### src/hw/rtl/lkv_pkg.sv
`default_nettype none

package lkv_pkg;

   localparam int LKV_ENTRIES = 16;
   localparam int CAP_W       = 5;
   localparam int DATA_W      = 32;

   localparam logic [CAP_W-1:0] CAP_RESET = CAP_W'(16);

   localparam logic OP_GET = 1'b0;
   localparam logic OP_SET = 1'b1;

   typedef struct packed {
      logic                     operation;
      logic signed [DATA_W-1:0] key;
      logic signed [DATA_W-1:0] write_value;
   } lkv_req_type;

   typedef struct packed {
      logic                     hit;
      logic signed [DATA_W-1:0] read_value;
   } lkv_rsp_type;

   // broadcast to every cell in the update cycle
   typedef struct packed {
      logic              upd_hit;    // set on a stored key
      logic              ins_evict;  // set on a new key, row full
      logic              ins_fill;   // set on a new key, free cell left
      logic [DATA_W-1:0] key;
      logic [DATA_W-1:0] value;
   } lkv_ctrl_type;

   // lookup result rippling along the row
   typedef struct packed {
      logic              hit;
      logic [DATA_W-1:0] value;
   } lkv_link_type;

endpackage

`default_nettype wire

### src/hw/rtl/lru_key_value_cache.sv
// An accepted request is registered and the state moves to run; in the single update cycle, once
//   the result register is free or being emptied, the cell row is compared and updated and the
//   result registered. No new request is taken before that update, whose ranks and fill count it needs.
// A new request is taken while an earlier result still waits on rsp_stall.
// Reset (synchronous, active high) clears valid marks, ranks, fill count and handshake
//   state, and sets capacity to 16; stored keys and values are not cleared.
`default_nettype none

module lru_key_value_cache #(
   parameter int ENTRIES = lkv_pkg::LKV_ENTRIES
) (
   input  wire logic                      clock,
   input  wire logic                      reset,
   input  wire logic                      req_valid,
   output      logic                      req_stall,
   input  wire lkv_pkg::lkv_req_type      req_payload,
   output      logic                      rsp_valid,
   input  wire logic                      rsp_stall,
   output      lkv_pkg::lkv_rsp_type      rsp_payload,
   input  wire logic                      csr_write_enable,
   input  wire logic [lkv_pkg::CAP_W-1:0] csr_write_data
);
   import lkv_pkg::*;

   localparam int RANK_W = $clog2(ENTRIES);
   localparam int FILL_W = $clog2(ENTRIES + 1);
   localparam int CMP_W  = (FILL_W > CAP_W) ? FILL_W : CAP_W;

   typedef enum logic [1:0] {
      ST_IDLE = 2'b01,
      ST_RUN  = 2'b10
   } state_type;

   state_type         state_ff, state_in;
   lkv_req_type       req_ff, req_in;
   logic              rsp_valid_ff, rsp_valid_in;
   lkv_rsp_type       rsp_ff, rsp_in;
   logic [CAP_W-1:0]  cap_ff, cap_in;
   logic [FILL_W-1:0] fill_ff, fill_in;

   logic              req_take;
   logic              fire;     // the update cycle of a transaction
   logic              full;
   logic [FILL_W-1:0] fill_dec;
   logic [RANK_W-1:0] victim_rank;
   lkv_ctrl_type      ctrl;

   // row of cells: lookup result, matched rank and valid mark ripple left to right
   lkv_link_type      link [ENTRIES+1];
   logic [RANK_W-1:0] rank_link [ENTRIES+1];
   logic              valid_link [ENTRIES+1];
   logic [ENTRIES-1:0] valid_vec;

   assign req_stall   = (state_ff != ST_IDLE);
   assign req_take    = req_valid && !req_stall;
   // result register free, or being emptied this cycle
   assign fire        = (state_ff == ST_RUN) && (!rsp_valid_ff || !rsp_stall);

   // Capacity zero counts as one; capacity above the row size counts as the row size.
   assign full = ((CMP_W'(fill_ff) >= CMP_W'(cap_ff)) && (fill_ff != '0))
              || (fill_ff == FILL_W'(ENTRIES));

   // valid ranks are unique and run 0 .. fill-1, so the least recent holds fill-1
   assign fill_dec    = FILL_W'(fill_ff - 1'b1);
   assign victim_rank = fill_dec[RANK_W-1:0];

   assign link[0]       = '0;
   assign rank_link[0]  = '0;
   assign valid_link[0] = 1'b1;

   assign ctrl.key       = req_ff.key;
   assign ctrl.value     = req_ff.write_value;
   assign ctrl.upd_hit   = fire && (req_ff.operation == OP_SET) && link[ENTRIES].hit;
   assign ctrl.ins_evict = fire && (req_ff.operation == OP_SET) && !link[ENTRIES].hit && full;
   assign ctrl.ins_fill  = fire && (req_ff.operation == OP_SET) && !link[ENTRIES].hit && !full;

   for (genvar i = 0; i < ENTRIES; i++) begin : g_cell
      lkv_cell #(
         .RANK_W (RANK_W)
      ) u_cell (
         .clock       (clock),
         .reset       (reset),
         .ctrl        (ctrl),
         .touch_rank  (rank_link[ENTRIES]),
         .victim_rank (victim_rank),
         .link_in     (link[i]),
         .rank_prev   (rank_link[i]),
         .prev_valid  (valid_link[i]),
         .link_out    (link[i+1]),
         .rank_out    (rank_link[i+1]),
         .valid_out   (valid_link[i+1])
      );
      assign valid_vec[i] = valid_link[i+1];
   end

   always_comb begin
      state_in     = state_ff;
      req_in       = req_ff;
      rsp_in       = rsp_ff;
      rsp_valid_in = rsp_valid_ff && rsp_stall;
      cap_in       = cap_ff;
      fill_in      = fill_ff;

      if (csr_write_enable) begin
         cap_in = csr_write_data;
      end

      case (state_ff)
         ST_IDLE: begin
            if (req_take) begin
               req_in   = req_payload;
               state_in = ST_RUN;
            end
         end
         ST_RUN: begin
            if (fire) begin
               state_in       = ST_IDLE;
               rsp_valid_in   = 1'b1;
               rsp_in.hit     = link[ENTRIES].hit;
               // all ones on a miss and on every set
               rsp_in.read_value = ((req_ff.operation == OP_GET) && link[ENTRIES].hit)
                                 ? link[ENTRIES].value : '1;
               if (ctrl.ins_fill) begin
                  fill_in = FILL_W'(fill_ff + 1'b1);
               end
            end
         end
         default: begin
            state_in = ST_IDLE;
         end
      endcase
   end

   always_ff @(posedge clock) begin
      if (reset) begin
         state_ff     <= ST_IDLE;
         rsp_valid_ff <= 1'b0;
         cap_ff       <= CAP_RESET;
         fill_ff      <= '0;
      end else begin
         state_ff     <= state_in;
         rsp_valid_ff <= rsp_valid_in;
         cap_ff       <= cap_in;
         fill_ff      <= fill_in;
      end
   end

   always_ff @(posedge clock) begin
      req_ff <= req_in;
      rsp_ff <= rsp_in;
   end

   assign rsp_valid   = rsp_valid_ff;
   assign rsp_payload = rsp_ff;

`ifndef SYNTHESIS
   // fill count never passes the row size
   a_fill_bound: assert property (@(posedge clock) disable iff (reset)
      fill_ff <= FILL_W'(ENTRIES))
      else $error("fill count beyond row size");

   // valid marks form a prefix; their count is checked against the fill count
   a_fill_valid: assert property (@(posedge clock) disable iff (reset)
      $countones(valid_vec) == int'(fill_ff))
      else $error("valid marks disagree with fill count");

   // an accepted request is worked on in the next cycle
   a_take_run: assert property (@(posedge clock) disable iff (reset)
      req_take |=> (state_ff == ST_RUN))
      else $error("accepted request not in progress");

   // a new result only ever follows an update cycle
   a_rsp_source: assert property (@(posedge clock) disable iff (reset)
      (rsp_valid_ff && !$past(rsp_valid_ff)) |-> $past(state_ff == ST_RUN))
      else $error("result without a transaction");

   // at most one kind of row update per cycle
   a_one_update: assert property (@(posedge clock) disable iff (reset)
      $onehot0({ctrl.upd_hit, ctrl.ins_evict, ctrl.ins_fill}))
      else $error("conflicting row updates");
`endif

endmodule

`default_nettype wire

### src/hw/rtl/lkv_cell.sv
`default_nettype none

module lkv_cell #(
   parameter int RANK_W = 4
) (
   input  wire logic                 clock,
   input  wire logic                 reset,
   input  wire lkv_pkg::lkv_ctrl_type ctrl,
   input  wire logic [RANK_W-1:0]    touch_rank,
   input  wire logic [RANK_W-1:0]    victim_rank,
   input  wire lkv_pkg::lkv_link_type link_in,
   input  wire logic [RANK_W-1:0]    rank_prev,
   input  wire logic                 prev_valid,
   output      lkv_pkg::lkv_link_type link_out,
   output      logic [RANK_W-1:0]    rank_out,
   output      logic                 valid_out
);
   import lkv_pkg::*;

   logic [DATA_W-1:0] key_ff, key_in;
   logic [DATA_W-1:0] value_ff, value_in;
   logic              valid_ff, valid_in;
   logic [RANK_W-1:0] rank_ff, rank_in;
   logic              match, victim, fresh;
   logic [RANK_W-1:0] rank_inc;

   assign match    = valid_ff && (key_ff == ctrl.key);
   assign victim   = valid_ff && (rank_ff == victim_rank);
   // valid cells always form a prefix of the row
   assign fresh    = prev_valid && !valid_ff;
   assign rank_inc = RANK_W'(rank_ff + 1'b1);

   // at most one cell matches, so plain OR merges the row
   assign link_out.hit   = link_in.hit | match;
   assign link_out.value = link_in.value | (match ? value_ff : '0);
   assign rank_out       = rank_prev | (match ? rank_ff : '0);
   assign valid_out      = valid_ff;

   always_comb begin
      key_in   = key_ff;
      value_in = value_ff;
      valid_in = valid_ff;
      rank_in  = rank_ff;
      if (ctrl.upd_hit) begin
         if (match) begin
            value_in = ctrl.value;
            rank_in  = '0;
         end else if (valid_ff && (rank_ff < touch_rank)) begin
            rank_in = rank_inc;
         end
      end else if (ctrl.ins_evict) begin
         if (victim) begin
            key_in   = ctrl.key;
            value_in = ctrl.value;
            rank_in  = '0;
         end else if (valid_ff) begin
            rank_in = rank_inc;
         end
      end else if (ctrl.ins_fill) begin
         if (fresh) begin
            key_in   = ctrl.key;
            value_in = ctrl.value;
            valid_in = 1'b1;
            rank_in  = '0;
         end else if (valid_ff) begin
            rank_in = rank_inc;
         end
      end
   end

   always_ff @(posedge clock) begin
      if (reset) begin
         valid_ff <= 1'b0;
         rank_ff  <= '0;
      end else begin
         valid_ff <= valid_in;
         rank_ff  <= rank_in;
      end
   end

   always_ff @(posedge clock) begin
      key_ff   <= key_in;
      value_ff <= value_in;
   end

endmodule

`default_nettype wire
### config.mk
export PLATFORM = sky130hd
export DESIGN_NAME = lru_key_value_cache
export DESIGN_NICKNAME = d
export VERILOG_FILES = /design/src/hw/rtl/lkv_pkg.sv /design/src/hw/rtl/lru_key_value_cache.sv /design/src/hw/rtl/lkv_cell.sv
export SDC_FILE = /design/constraint.sdc
export NUM_CORES = 2
export LEC_CHECK = 0
export ABC_AREA = 0
export BUFFER_PORTS_ARGS = -buffer_cell sky130_fd_sc_hd__clkbuf_2
export CORE_MARGIN = 8
export CORE_UTILIZATION = 50
export CTS_CLUSTER_SIZE = 30
export DETAILED_ROUTE_END_ITERATION = 16
export PLACE_DENSITY = 0.66
export SLEW_MARGIN = 5
export SYNTH_ARGS = -nofsm -noshare
export SYNTH_HDL_FRONTEND = slang
export SYNTH_HIERARCHICAL = 1
export SYNTH_SLANG_ARGS = --single-unit
export TNS_END_PERCENT = 30
### constraint.sdc
create_clock -name clock -period 16.55 [get_ports clock]
set_input_delay 2.4825 -clock clock [delete_from_list [all_inputs] [get_ports clock]]
set_output_delay 2.4825 -clock clock [all_outputs]
set_load 0.03 [all_outputs]
==> out/qor.txt <==
CLOCK NETWORK
----------------------------------------------------------------------------------------
Clk slew on worst S/H paths                                                      0.06 ns
Hold Buf Count CTS                                                                     0
CTS tree                                                                             yes
Number of levels in the clock H-tree                                                   3
Post-CTS resize count                                                                  0
Cell at the root of the clock tree                                             clkbuf_16
Num CTS Buffers                                                                      119
Setup repair bufs after CTS                                                            0
TritonCTS Sinks                                                                    1,215
Max Buffers Root-to-Sink                                                               3
Latest clock arrival within the worst-skew pair                                  0.71 ns

PLACEMENT
----------------------------------------------------------------------------------------
Half-perimeter wire length after placement                                  88,200 microns
Number of instances in the placed design                                           5,414
Port Buf Inserts                                                                     109
Final weighted congestion in routability-driven placement                          0.870
Post-Place Worst Slack                                                           6.81 ns

TIMING
----------------------------------------------------------------------------------------
Relative slew slack                                                                15.5%
Accumulated negative setup slack                                                    0 ns
Final-report max-slew violation count                                                  0
Worst Slack Setup Final                                                          6.81 ns
Max frequency                                                                  0.103 GHz
Clk_skew                                                                       0.0374 ns
Count of final setup violators                                                         0
Setup repair after global routing missed its margin                                   no
Final period demand of the worst path                                            9.74 ns
Final-report hold violation count                                                      0
Ratio of final minimum period to clock period                                      58.9%
Least-Margin Pin Slew                                                            1.26 ns
Worst Hold Slack                                                                0.503 ns

PWR
----------------------------------------------------------------------------------------
Switching portion of total power                                                   21.4%
Worst-case vdd ir drop                                                        0.000119 V
Internal power                                                                   4.96 mW
Total power per unit cell area                                               103 nW/um^2
Combinational group share of total power                                            4.8%
Total Power Consumption                                                          6.32 mW
Power spent charging and discharging nets                                        1.35 mW
Sequential group share of total power                                              54.0%
Leakage power                                                                    21.8 nW
Clock network fraction of total power                                              41.2%

WORST SETUP PATH
----------------------------------------------------------------------------------------
Most prevalent standard cell on the critical path                                  or2_2
Buffers and inverters on the worst path                                                2
Critical Path Start Type                                                            flop
Crit path DAT                                                                   10.06 ns
Largest stage delay on the critical path                                         0.90 ns
Critical path capture point type                                                    flop
Delay-heaviest family, CP                                                   simple AND/OR/NAND/NOR gates
Required time of the critical path                                              16.87 ns
Setup Crit Path Kind                                                             reg2reg
Slowest-stage cell, CP                                                           a21oi_4
Top fanout value on the critical path                                                 40

YOSYS
----------------------------------------------------------------------------------------
Synthesized cell area                                                       55,200 sq um
Cell type with the largest total area after synthesis                           edfxtp_1
Warnings from Yosys                                                                    6
Count of cell types in the netlist                                                    56
Area contributors post-synth                                                edfxtp_1 (61%), xnor2_1 (8.7%), a21o_1 (7.8%), dfxtp_1 (3.4%), buf_12 (1.7%)
Count of flip-flops with a built-in enable after synthesis                         1,122
Gate count of the mapped netlist                                                   3,805
Post-synth top area share                                                          61.0%
Avg Inst Size Synth                                                           14.5 sq um
Async set or reset register ratio after synthesis                                     0%
Synth Flop Type                                                                 edfxtp_1
Sequential share of the synthesized area                                           64.4%
Flip-flop and latch count after synthesis                                          1,215

STATUS
----------------------------------------------------------------------------------------
Run status                                                                  complete, no violations

DRT
----------------------------------------------------------------------------------------
Remaining DRCs                                                                         0
Met3 routed wirelength                                                      6560 microns
Vias                                                                               32.7k
Highest metal used                                                                  met4
Via density                                                                         5.81
Final WL                                                                    133,000 microns
DR WL met2                                                                  66,200 microns
Average routed wire per standard cell                                       23.6 microns
First-iteration detailed-routing DRC count                                         2,940
Routed length on met1                                                       56,600 microns
Number of search-and-repair iterations in the first detailed-routing pass              6
Count of nets left with antenna violations after detail routing                        0

CELLS AND AREA
----------------------------------------------------------------------------------------
Cell Count, Final, Fillers Out                                                     5,635
Layout-stage area growth over the synthesis result                                 10.6%
Antenna fix cells                                                                      0
Number of nets in the layout                                                       4,193
Proportion of layout cells with a drive suffix above 1                             12.9%

DIE
----------------------------------------------------------------------------------------
Core area                                                                   110,000 sq um
Area of the die                                                             121,000 sq um
Top Ports                                                                            110
Chip width                                                                   348 microns
Std-Cell Rows                                                                        122
Die boundary height                                                          348 microns
Starting density of the core                                                       50.2%

MIN PATH
----------------------------------------------------------------------------------------
Classification of the worst-slack hold path                                      reg2reg

GLOBAL ROUTE
----------------------------------------------------------------------------------------
GRT overflow                                                                           0
Initial antenna violation count                                                        2
GR Util All Layers                                                                 21.3%
Largest net degree at the start of global routing                                     72
Vias in the first global route                                                     32.0k
Global-route wire length before repair                                      200,000 microns

JOB
----------------------------------------------------------------------------------------
Max-capacitance violation count                                                        0

worst min-delay path: cells and delay by family (launching register included):
family / cells / cell delay [ns]
multiplexers: 1 / 0.07
AND/OR/NAND/NOR: 1 / 0.07
flip-flops: 1 / 0.33
worst paths after layout:
path	depth (start not counted)	slack, ns	to	from
max	28	6.81	g_cell[12].u_cell/value_ff[20]	ctrl[54]
min	2	0.50	cap_ff[3]	cap_ff[3]
max reg2reg	28	6.81	g_cell[12].u_cell/value_ff[20]	ctrl[54]
min reg2reg	2	0.50	cap_ff[3]	cap_ff[3]
metrics by stage:
step | cell area, sq um | utilization (%)
6_report | 61100 | 55.5
3_5_place_dp | 57400 | 52.1
5_1_grt | 61100 | 55.5
3_3_place_gp | 57400 | 52.1
2_1_floorplan | 55400 | -
4_1_cts | 61100 | 55.5
cell usage in the layout (no fill, tap or decap), types with 17 or more instances in the layout:
master / count
nand2b_1: 66
xor2_1: 32
nor2b_1: 18
o2111ai_1: 32
conb_1: 38
inv_1: 108
or3_1: 32
a31oi_1: 48
o21ai_0: 17
ha_1: 71
edfxtp_1: 1122
a21o_1: 576
clkbuf_1: 27
nor2_1: 70
or2_2: 49
o21ai_1: 32
clkbuf_16: 121
clkbuf_2: 108
clkinv_2: 30
dfxtp_1: 93
nand4_1: 144
xnor2_1: 545
o21a_1: 17
and3_1: 17
nand2_1: 83
buf_4: 78
clkinv_1: 38
a21oi_4: 17
and3_4: 18
o41ai_1: 48
o211ai_1: 33
nand3_1: 50
a21oi_1: 56
cell families after synthesis:
kind of cell / count (synthesis) / share of synthesized area, %
and+or+nand+nor: 699 / 8.00
AOI/OAI and AO/OA: 1007 / 13.6
other: 2 / 0.0136
adders and majority gates: 71 / 1.61
DFF: 1215 / 64.4
xor gates and xnor gates: 579 / 9.18
muxes: 6 / 0.109
buffers and inverters: 226 / 3.13
Yosys cell counts (50+ instances only):
master and count:
edfxtp_1 1122, a21o_1 576, xnor2_1 546, nand4_1 144, inv_1 109, dfxtp_1 93, nor2_1 87, nand2_1 83
a21oi_1 73, ha_1 71, nand2b_1 66, nand3_1 50
power by group through the flow:
stage | clock network (mW) | logic [mW] | registers [mW]
floorplan | 0 | 0.170 | 3.50
global placement | 0 | 0.302 | 3.48
CTS | 2.65 | 0.308 | 3.41
detailed placement | 0 | 0.305 | 3.48
global route | 2.76 | 0.331 | 3.41
finish | 2.60 | 0.305 | 3.41
flip-flops by register name, summed over array words and instances, names as in the netlist:
name,flops
g_cell.u_cell/valid_out,16
g_cell.u_cell/rank_ff,64
g_cell.u_cell/key_ff,512
cap_ff,5
rsp_payload,33
fill_ff,5
ctrl,64
g_cell.u_cell/value_ff,512
req_ff,1
rsp_valid,1
state_ff,2
area by class of cell:
class                           count  area [sq um]
Fill cell                        8906         49000
Sequential cell                  1215         35600
Multi-Input combinational cell   2400         18400
Clock buffer                      151          3170
Tap cell                         1488          1860
Timing Repair Buffer              186          1130
Clock inverter                     70           554
Inverter                          125           470
per-layer routing:
| metal | vias to the layer above | GRT usage, % |
|---|---|---|
| li1 | 15100 | - |
| met1 | 16400 | 28.4 |
| met2 | 973 | 36.8 |
| met3 | 210 | 2.99 |
| met4 | 0 | 5.55 |
| met5 | - | 0 |
(Power assumes the default switching activity.)
